`src/rtl/minmax_normalize_binarize_core_assert.svh`:
```
// Assertion macros for the min-max normalize and binarize core.
`ifndef MINMAX_NORMALIZE_BINARIZE_CORE_ASSERT_SVH
`define MINMAX_NORMALIZE_BINARIZE_CORE_ASSERT_SVH

// Same-cycle implication, disabled while reset is asserted.
`define MNB_ASSERT_NOW(label, ante, cons, msg) \
    label: assert property (@(posedge i_clk) disable iff (!i_rst_n) \
        (ante) |-> (cons)) else $error(msg);

// Next-cycle implication, disabled while reset is asserted.
`define MNB_ASSERT_NEXT(label, ante, cons, msg) \
    label: assert property (@(posedge i_clk) disable iff (!i_rst_n) \
        (ante) |=> (cons)) else $error(msg);

`endif

```
`src/rtl/mnb_pkg.sv`:
```
// Shared types and constants for the min-max normalize and binarize core.
package mnb_pkg;

    localparam int unsigned PIX_W     = 8;
    localparam int unsigned BOUND_W   = PIX_W + 1;
    localparam int unsigned QUOT_BITS = PIX_W;
    localparam int unsigned CNT_W     = $clog2(QUOT_BITS);

    localparam logic [PIX_W-1:0]   FULL_SCALE      = 8'd255;
    localparam logic [PIX_W-1:0]   THRESHOLD_RESET = 8'd128;
    localparam logic [BOUND_W-1:0] RUN_MIN_EMPTY   = 9'd256;
    localparam logic [BOUND_W-1:0] RUN_MAX_EMPTY   = 9'h1FF;

    // Input item codes for the func field
    localparam logic FUNC_MEASURE = 1'b0;
    localparam logic FUNC_CONVERT = 1'b1;

    typedef struct packed {
        logic             func;
        logic [PIX_W-1:0] pixel;
        logic             end_of_pass;
    } t_in_item;

    typedef struct packed {
        logic [PIX_W-1:0] bin_pixel;
        logic             last_pixel;
    } t_out_item;

endpackage

```
`src/rtl/minmax_normalize_binarize_core.sv`:
```
// Top level: min-max normalization with inverted threshold on 8-bit pixels.
//
//  channel | direction | handshake                | payload
//  --------+-----------+--------------------------+---------------------------
//  in      | input     | i_in_valid / o_in_ready  | i_in_data  (t_in_item)
//  out     | output    | o_out_valid / i_out_ready| o_out_data (t_out_item)
//  cfg     | input     | i_cfg_we                 | i_cfg_wdata (threshold)
//
// A measure pixel leaves the block ready in the next cycle.
// A convert pixel is loaded, then takes eight restoring-division steps through
// one shared 10-bit compare/subtract unit, then loads the output register.
// The output register frees the input side while a result waits; a convert
// pixel stalls in its final cycle only while the previous result is untaken.
// Reset (i_rst_n low, synchronous) restores empty trackers, bounds 0 and 255,
// threshold 128.
module minmax_normalize_binarize_core (
    input  logic                i_clk,
    input  logic                i_rst_n,
    input  logic                i_in_valid,
    output logic                o_in_ready,
    input  mnb_pkg::t_in_item   i_in_data,
    output logic                o_out_valid,
    input  logic                i_out_ready,
    output mnb_pkg::t_out_item  o_out_data,
    input  logic                i_cfg_we,
    input  logic [7:0]          i_cfg_wdata
);

`include "minmax_normalize_binarize_core_assert.svh"

    typedef enum logic [1:0] {
        S_IDLE,
        S_DIV,
        S_FIN
    } t_state;

    t_state                          r_state, n_state;
    logic [mnb_pkg::BOUND_W-1:0]     r_run_min, n_run_min;
    logic [mnb_pkg::BOUND_W-1:0]     r_run_max, n_run_max;
    logic [mnb_pkg::PIX_W-1:0]       r_frame_min, n_frame_min;
    logic [mnb_pkg::BOUND_W-1:0]     r_frame_max, n_frame_max;
    logic [mnb_pkg::PIX_W-1:0]       r_thr, n_thr;
    logic [mnb_pkg::BOUND_W-1:0]     r_span, n_span;
    logic [mnb_pkg::BOUND_W-1:0]     r_rem, n_rem;
    logic [mnb_pkg::PIX_W-1:0]       r_shift, n_shift;
    logic [mnb_pkg::CNT_W-1:0]       r_cnt, n_cnt;
    logic                            r_low, n_low;
    logic                            r_high, n_high;
    logic                            r_last, n_last;
    logic                            r_out_valid, n_out_valid;
    mnb_pkg::t_out_item              r_out_data, n_out_data;

    logic                            in_xfer;
    logic [mnb_pkg::BOUND_W-1:0]     pix9;
    logic [mnb_pkg::BOUND_W-1:0]     fmin9;
    logic [mnb_pkg::BOUND_W-1:0]     meas_min;
    logic [mnb_pkg::BOUND_W-1:0]     meas_max;
    logic [mnb_pkg::PIX_W-1:0]       diff8;
    logic [2*mnb_pkg::PIX_W-1:0]     prod16;
    logic [mnb_pkg::BOUND_W:0]       trial;
    logic [mnb_pkg::BOUND_W:0]       trial_sub;
    logic                            fits;
    logic [mnb_pkg::PIX_W-1:0]       level;

    assign o_in_ready  = (r_state == S_IDLE);
    assign in_xfer     = i_in_valid && o_in_ready;
    assign o_out_valid = r_out_valid;
    assign o_out_data  = r_out_data;

    // Running bounds including the incoming pixel; run_max is signed (-1 = empty)
    assign pix9     = {1'b0, i_in_data.pixel};
    assign fmin9    = {1'b0, r_frame_min};
    assign meas_min = (pix9 < r_run_min) ? pix9 : r_run_min;
    assign meas_max = ($signed(pix9) > $signed(r_run_max)) ? pix9 : r_run_max;

    // Scaled difference (p - min) * 255 as (d << 8) - d
    assign diff8  = i_in_data.pixel - r_frame_min;
    assign prod16 = {diff8, {mnb_pkg::PIX_W{1'b0}}} - {{mnb_pkg::PIX_W{1'b0}}, diff8};

    // Shared compare/subtract unit: one quotient bit per step
    assign trial     = {r_rem, r_shift[mnb_pkg::PIX_W-1]};
    assign trial_sub = trial - {1'b0, r_span};
    assign fits      = (trial >= {1'b0, r_span});

    // Saturate below min and at or above max, else take the quotient
    assign level = r_low  ? '0 :
                   r_high ? mnb_pkg::FULL_SCALE : r_shift;

    always_comb begin
        n_state     = r_state;
        n_run_min   = r_run_min;
        n_run_max   = r_run_max;
        n_frame_min = r_frame_min;
        n_frame_max = r_frame_max;
        n_thr       = r_thr;
        n_span      = r_span;
        n_rem       = r_rem;
        n_shift     = r_shift;
        n_cnt       = r_cnt;
        n_low       = r_low;
        n_high      = r_high;
        n_last      = r_last;
        n_out_valid = r_out_valid;
        n_out_data  = r_out_data;

        // Drop the result once its transfer completes
        if (r_out_valid && i_out_ready) begin
            n_out_valid = 1'b0;
        end

        if (i_cfg_we) begin
            n_thr = i_cfg_wdata;
        end

        unique case (r_state)
            S_IDLE: begin
                if (in_xfer) begin
                    if (i_in_data.func == mnb_pkg::FUNC_MEASURE) begin
                        // Track bounds; latch them on the pass end
                        if (i_in_data.end_of_pass) begin
                            n_frame_min = meas_min[mnb_pkg::PIX_W-1:0];
                            n_frame_max = (meas_max == meas_min) ?
                                          meas_max + mnb_pkg::BOUND_W'(1) : meas_max;
                            n_run_min   = mnb_pkg::RUN_MIN_EMPTY;
                            n_run_max   = mnb_pkg::RUN_MAX_EMPTY;
                        end else begin
                            n_run_min = meas_min;
                            n_run_max = meas_max;
                        end
                    end else begin
                        // Load the divider
                        n_low   = (pix9 <= fmin9);
                        n_span  = r_frame_max - fmin9;
                        n_high  = ({1'b0, diff8} >= (r_frame_max - fmin9));
                        n_rem   = {1'b0, prod16[2*mnb_pkg::PIX_W-1:mnb_pkg::PIX_W]};
                        n_shift = prod16[mnb_pkg::PIX_W-1:0];
                        n_last  = i_in_data.end_of_pass;
                        n_cnt   = '0;
                        n_state = S_DIV;
                    end
                end
            end
            S_DIV: begin
                // Advance one restoring-division step
                n_rem   = fits ? trial_sub[mnb_pkg::BOUND_W-1:0]
                               : trial[mnb_pkg::BOUND_W-1:0];
                n_shift = {r_shift[mnb_pkg::PIX_W-2:0], fits};
                n_cnt   = r_cnt + mnb_pkg::CNT_W'(1);
                if (r_cnt == mnb_pkg::CNT_W'(mnb_pkg::QUOT_BITS - 1)) begin
                    n_state = S_FIN;
                end
            end
            S_FIN: begin
                // Hold until the output register is free
                if (!r_out_valid || i_out_ready) begin
                    n_out_valid           = 1'b1;
                    n_out_data.bin_pixel  = (level > r_thr) ? '0 : mnb_pkg::FULL_SCALE;
                    n_out_data.last_pixel = r_last;
                    n_state               = S_IDLE;
                end
            end
            default: begin
                n_state = S_IDLE;
            end
        endcase
    end

    always_ff @(posedge i_clk) begin
        if (!i_rst_n) begin
            r_state     <= S_IDLE;
            r_run_min   <= mnb_pkg::RUN_MIN_EMPTY;
            r_run_max   <= mnb_pkg::RUN_MAX_EMPTY;
            r_frame_min <= '0;
            r_frame_max <= {1'b0, mnb_pkg::FULL_SCALE};
            r_thr       <= mnb_pkg::THRESHOLD_RESET;
            r_cnt       <= '0;
            r_out_valid <= 1'b0;
        end else begin
            r_state     <= n_state;
            r_run_min   <= n_run_min;
            r_run_max   <= n_run_max;
            r_frame_min <= n_frame_min;
            r_frame_max <= n_frame_max;
            r_thr       <= n_thr;
            r_cnt       <= n_cnt;
            r_out_valid <= n_out_valid;
        end
        r_span     <= n_span;
        r_rem      <= n_rem;
        r_shift    <= n_shift;
        r_low      <= n_low;
        r_high     <= n_high;
        r_last     <= n_last;
        r_out_data <= n_out_data;
    end

    // Divisor must never be zero
    `MNB_ASSERT_NOW(a_span_nonzero, 1'b1, r_frame_max > fmin9, "frame bounds not ordered")
    // A convert pixel keeps the block busy the next cycle
    `MNB_ASSERT_NEXT(a_convert_busy, in_xfer && i_in_data.func == mnb_pkg::FUNC_CONVERT,
        !o_in_ready, "block ready right after a convert pixel")
    // A measure pixel yields no result
    `MNB_ASSERT_NEXT(a_measure_silent,
        in_xfer && i_in_data.func == mnb_pkg::FUNC_MEASURE && !r_out_valid,
        !o_out_valid, "result produced by a measure pixel")
    // Results appear only out of the final sequencer step
    `MNB_ASSERT_NOW(a_result_source, $rose(o_out_valid), $past(r_state) == S_FIN,
        "result raised outside the final step")

endmodule

```
`config.mk`:
```
export PLATFORM = sky130hd
export DESIGN_NAME = minmax_normalize_binarize_core
export DESIGN_NICKNAME = d
export VERILOG_FILES = /design/src/rtl/mnb_pkg.sv /design/src/rtl/minmax_normalize_binarize_core.sv
export VERILOG_INCLUDE_DIRS = /design/src /design/src/rtl
export SDC_FILE = /design/constraint.sdc
export NUM_CORES = 1
export LEC_CHECK = 0
export ABC_AREA = 0
export BUFFER_PORTS_ARGS = -buffer_cell sky130_fd_sc_hd__buf_2
export CAP_MARGIN = 20
export CELL_PAD_IN_SITES_DETAIL_PLACEMENT = 0
export CELL_PAD_IN_SITES_GLOBAL_PLACEMENT = 1
export CORE_ASPECT_RATIO = 1.2
export CORE_UTILIZATION = 45
export CTS_CLUSTER_DIAMETER = 60
export DETAILED_ROUTE_END_ITERATION = 8
export PLACE_DENSITY = 0.84
export SETUP_SLACK_MARGIN = 0.02
export SLEW_MARGIN = 10
export SYNTH_ARGS = -nofsm -noshare
export SYNTH_HDL_FRONTEND = slang
export SYNTH_SLANG_ARGS = --single-unit
```
`constraint.sdc`:
```
create_clock -name i_clk -period 4 [get_ports i_clk]
set_clock_uncertainty 0.1 [all_clocks]
set_input_delay 0.8 -clock i_clk [delete_from_list [all_inputs] [get_ports i_clk]]
set_output_delay 0.8 -clock i_clk [all_outputs]
set_load 0.005 [all_outputs]
```
# Yosys cells after proc, flatten, opt, wreduce, memory -nomap -nowiden

Cells that the tools add are included.

Register bits: 87
Bits of input ports: 23
Output and inout port bits: 11
Logic and storage cells: 75

$add $sub $neg: 6
Order comparisons: 6
Equality and inequality tests: 8
Mux-type cells: 26
Bitwise logic cells: 1
Reduce and logical (&&, ||, !) cells: 12

Operator list:

| cell                                                                    | count |
|---|---|
| 9-bit 2-to-1 mux                                                        | 8 |
| 8-bit 2-to-1 mux                                                        | 5 |
| 9-bit one-hot mux with 2 select lines                                   | 1 |
| 8-bit one-hot mux with 2 select lines                                   | 1 |
| 16-bit by 8-bit subtractor with 16-bit output                           | 1 |
| 10-bit by 9-bit >= comparator with 1-bit output                         | 1 |
| 9-bit by 1-bit adder with 9-bit output, second input constant           | 1 |
| 9-bit equality test                                                     | 1 |
| 8-bit by 9-bit >= comparator with 1-bit output                          | 1 |
| 9-bit greater-than comparator                                           | 1 |
| 8-bit by 9-bit less-than comparator with 1-bit output                   | 1 |
| 3-bit AND reduction                                                     | 3 |
| 9-bit by 8-bit subtractor with 9-bit output                             | 1 |
| 9-bit subtractor                                                        | 1 |
| 8-bit greater-than comparator                                           | 1 |
| 8-bit less-or-equal comparator                                          | 1 |
| 2-bit 2-to-1 mux                                                        | 4 |
| 4-bit AND reduction                                                     | 2 |
| 8-bit subtractor                                                        | 1 |
| 3-bit 2-to-1 mux                                                        | 2 |
| 2-bit one-hot mux with 3 select lines                                   | 1 |
| 3-bit one-hot mux with 2 select lines                                   | 1 |
| 2-bit by 1-bit inequality test with 1-bit output, second input constant | 2 |
| 2-bit inequality test, second input constant                            | 2 |
| 12 further kinds                                                        | 15 |

# Longest topological paths before layout

Depth after elaboration: 5
Mapped depth: 14
Mapped depth without buffers: 14

# Worst setup path before layout

OpenSTA, ideal clock, no wires.

Path type: in2reg
Start point: in i_in_data[7] (netlist name)
End point: reg r_frame_max[7] (netlist name)
Library setup time: 0.141 ns
Data arrival time: 3.420 ns
Data required time: 3.759 ns
Slack: 0.339 ns
Stages on the path: 11
Path buffers: 0
Path through: ha_1 a21o_1 a211o_1 o211a_2 mux2i_1 xor2_1 nor4_4 nand3_4 nor4bb_4 xor2_1 o211ai_1

Cells in the longest elaborated chain, start to end: 4
Elaborated cells between the ends (all ways): 7
Classes of those cells: add/sub: 1; order compare: 2; eq/ne: 1; mux: 3

RTL lines:

| item                                                                                                   | RTL line                                                                     | text |
|---|---|---|
| from (decl)                                                                                            | minmax_normalize_binarize_core.sv:21                                         | `input mnb_pkg::t_in_item i_in_data,` |
| 9-bit greater-than comparator or 8-bit by 9-bit less-than comparator with 1-bit output (tied branches) | minmax_normalize_binarize_core.sv:74, minmax_normalize_binarize_core.sv:73   |  |
| 9-bit 2-to-1 mux (on tied branches)                                                                    | minmax_normalize_binarize_core.sv:74, minmax_normalize_binarize_core.sv:73   |  |
| 9-bit by 1-bit adder with 9-bit output or 9-bit equality test (tied branches)                          | minmax_normalize_binarize_core.sv:123, minmax_normalize_binarize_core.sv:122 |  |
| 9-bit 2-to-1 mux (*)                                                                                   | minmax_normalize_binarize_core.sv:122                                        | `n_frame_max = (meas_max == meas_min) ?` |
| to (signal assigned)                                                                                   | minmax_normalize_binarize_core.sv:174                                        | `r_frame_max <= {1'b0, mnb_pkg::FULL_SCALE};` |
| to (signal assigned)                                                                                   | minmax_normalize_binarize_core.sv:183                                        | `r_frame_max <= n_frame_max;` |
| to (decl)                                                                                              | minmax_normalize_binarize_core.sv:41                                         | `logic [mnb_pkg::BOUND_W-1:0] r_frame_max, n_frame_max;` |

Every way passes the cells marked *; elsewhere a longest branch is shown, timed or not.
A chain may end at the register's enable or synchronous reset.

# Worst setup path after layout

Start point: in i_in_data[8] (netlist name)
End point: reg r_frame_max[7] (netlist name)

The elaborated chain is that of the path after synthesis.

==> impl_metrics.json <==
{
  "cts_hold_buffers": 0,
  "ys_seq_elements": 80,
  "fin_crit_sh_pct": 90.0,
  "netlist_instances": 617,
  "crit_buf_inv": 1,
  "grt-ovfl-total": 0,
  "antenna_found_initial": 0,
  "yosys.area_share.simple_pct": 17.2,
  "ys_seq_area_share_pct": 34.5,
  "combPwrFrac_pct": 28.2,
  "synthXorXnorAreaFrac_pct": 5.53,
  "drive_gt1_share_pct": 11.8,
  "finalMaxSlewViolations": 0,
  "syn_area_mm2": 0.00554,
  "register_area_mm2": 0.00191,
  "crit_chain": "buf_2, ha_1, and3_1, a2111o_1, o211a_2, mux2i_1, xor2_1, nor4_4, nand3_4, nor4bb_4, xor2_1, o211ai_1",
  "final_antenna_net_count": 0,
  "postCtsResizedCells": 0,
  "p_sw_share_pct": 31.7,
  "cp_slowest_cell": "a2111o_1",
  "pin_count": 34,
  "ys_types": 60,
  "synth-main-ff-cell": "dfxtp_1",
  "via_count": 4358,
  "final_cell_mix": "inv_1, ha_1, nand2_1, dfxtp_1, nor2_1",
  "setup.worst_path.class": "primary input to flip-flop",
  "placementRows": 44,
  "gr-usage-all-layers_pct": 21.2,
  "synthMuxAreaShare_pct": 4.29,
  "timing.rr.start": "r_run_max[6]",
  "cp_top_family": "simple AND/OR/NAND/NOR gates",
  "port_buffers": 33,
  "vias_per_cell": 5.31,
  "clock_latency_ns": 0.34,
  "min_from": "r_last",
  "drt_iter0_markers": 148,
  "final.setup.tns_ns": 0,
  "synth_compound_area_share_pct": 17.3,
  "power.internal_w": 0.00163,
  "power.leakage_nw": 2.87,
  "grt_pass1_vias": 4381,
  "gp_congestion": 0.878,
  "start_util_pct": 46.0,
  "slew_headroom_pct": 44.9,
  "postCtsSetupRepairBufs": 0,
  "dieArea_mm2": 0.0128,
  "drc": 0,
  "synth_top_family_by_area": "compound AO/OA/AOI/OAI gates",
  "reg2reg_depth": 12,
  "avgRoutedWirePerCell_um": 15.1,
  "fp.dieW_um": 103,
  "fmax_mhz": 278,
  "core_area_mm2": 0.0121,
  "rsz0062_at_grt": "no",
  "syn2layout_area_growth_pct": 11.9,
  "p_sw_w": 0.000756,
  "min_to": "o_out_data[0]",
  "final_common_cell": "inv_1",
  "setup_viol": 0,
  "worst_pin_slew_ns": 0.824,
  "clock_sinks": 80,
  "postRouteWirelength_um": 12400,
  "vdd.ir_drop.worst_uv": 172,
  "dr.pass1.iters": 4,
  "drv_cap": 0,
  "path_clk_slew_ns": 0.06,
  "yosysWarnings": 0,
  "synth_nets": 702,
  "reg2reg_setup_slack_ns": 0.53,
  "start_kind": "primary input",
  "grt_pass1_wl_um": 20700,
  "fillCellCount": 1140,
  "whs_path_depth": 0,
  "die_h_um": 124,
  "period_needed_ns": 3.60,
  "holdWs_ns": 0.359,
  "synth_edf_count": 31,
  "r2r-end": "r_frame_max[7]",
  "cp_max_fo": 13,
  "hold_path.class": "flip-flop to flip-flop",
  "nets": 739,
  "multi_input_comb_area_mm2": 0.00326,
  "finalHoldViolCount": 0,
  "ctsLongestPathBuffers": 2,
  "cts.htree.levels": 3,
  "syn_area_per_cell_um2": 8.99,
  "setup.worst_path.start": "i_in_data[8]",
  "critPathRequiredTime_ns": 4.07,
  "power.density_mw_per_mm2": 385,
  "numCtsBuffers": 9,
  "outcome": "complete, no violations",
  "crit_arrival_ns": 3.67,
  "endpoint_kind": "flip-flop",
  "critPathMaxStageDelay_ns": 0.40,
  "synth_fa_ha_area_share_pct": 14.4,
  "ys_async_sr_fraction_pct": 0,
  "power.share.sequential_pct": 40.3,
  "hpwl_um": 9760,
  "diodes": 0,
  "cts_root_buf": "clkbuf_16",
  "crit_path_frequent_cell": "xor2_1",
  "grt_start_max_net_pins": 41,
  "cts_tree": "built",
  "p_clk_share_pct": 31.4,
  "utilization_pct": 51.5
}
worst reg2reg max path, cell delays in order (launching register included):
cell	delay [ns]
dfxtp_1	0.39
inv_1	0.10
ha_1	0.29
a21o_1	0.19
a211o_1	0.30
o211a_2	0.39
mux2i_1	0.30
xor2_1	0.15
nor4_4	0.35
nand3_4	0.18
nor4bb_4	0.30
xor2_1	0.16
o211ai_1	0.09
through the flow:
step	total power [W]	cells	instance area (µm²)	setup slack (ns)
after detailed placement	0.00165	804	5930	0.0781
after global placement	0.00162	804	5930	0.159
after floorplan	0.00145	617	5540	0.339
after CTS	0.00241	820	6200	0.423
final	0.00239	820	6200	0.402
after global routing	0.00253	820	6200	0.216
power by group through the flow:
stage                     Combinational (W)  Clock, W  Sequential, W
after global routing               0.000756  0.000805       0.000971
after detailed placement           0.000672         0       0.000980
after floorplan                    0.000491         0       0.000964
after CTS                          0.000677  0.000768       0.000963
final                              0.000674  0.000751       0.000963
after global placement             0.000647         0       0.000978
cell usage after synthesis, drive strengths merged (3+ instances only):
cell type	number	share of area [%]
o22ai	8	0.90
a21boi	3	0.41
edfxtp	31	17
nor2	39	2.6
nand3	8	0.95
inv	66	4.5
a21o	8	1.1
clkbuf	18	1.2
nor3	9	0.81
nor4	3	0.72
and2	10	1.1
buf	9	1.1
nor2b	25	2.8
o211ai	23	3.1
nand2b	8	0.90
a22oi	3	0.41
or3	5	0.56
a21oi	32	3.1
fa	3	1.1
o21bai	6	0.81
ha	59	13
o21ai	24	2.2
xor2	17	2.7
a211oi	5	0.68
o21a	5	0.68
dfxtp	49	18
and3	5	0.56
xnor2	18	2.8
nand2	56	3.8
mux2i	23	4.3
nand4	6	0.68
o211a	9	1.6
final cells by class:
type / instances / share of cell area, %
Timing Repair Buffer: 53 / 5.08
Clock inverter: 7 / 0.746
Inverter: 66 / 3.99
Sequential cell: 80 / 30.8
Clock buffer: 9 / 3.63
Multi-Input combinational cell: 444 / 52.5
Tap cell: 161 / 3.25
cells by family (layout without fill, tap and decap cells):
kind of cell    after synthesis  after routing
xor+xnor                     35             35
fa+ha+maj                    62             62
flops                        80             80
simple gates                183            183
mux                          23             23
buf+inv                      93            135
compound gates              141            141
flip-flops by register name, indices dropped and copies added (netlist names):
name	flops
r_frame_max	9
r_rem	9
r_run_max	9
r_run_min	9
r_span	9
r_frame_min	8
r_shift	8
r_thr	8
r_cnt	3
o_out_data	2
r_state	2
o_out_valid	1
r_high	1
r_last	1
r_low	1
routing by layer:
layer	vias up	global-route usage [%]	share of wire, %
met1	2042	24.1	43
met4	0	8.54	2.1
met3	13	3.48	2.5
li1	2234	-	-
met5	-	0	0
met2	69	39.1	53
worst max path at each step:
stage,endpoint,slack [ns],cells past startpoint
detailed placement,r_frame_max[7],0.08,12
finish,r_frame_max[7],0.40,12
global route,r_frame_max[3],0.22,12
CTS,r_frame_max[7],0.42,12
floorplan,r_frame_max[7],0.34,11
global placement,r_frame_max[7],0.16,12
No activity file was read; power rests on OpenSTA's default activity.
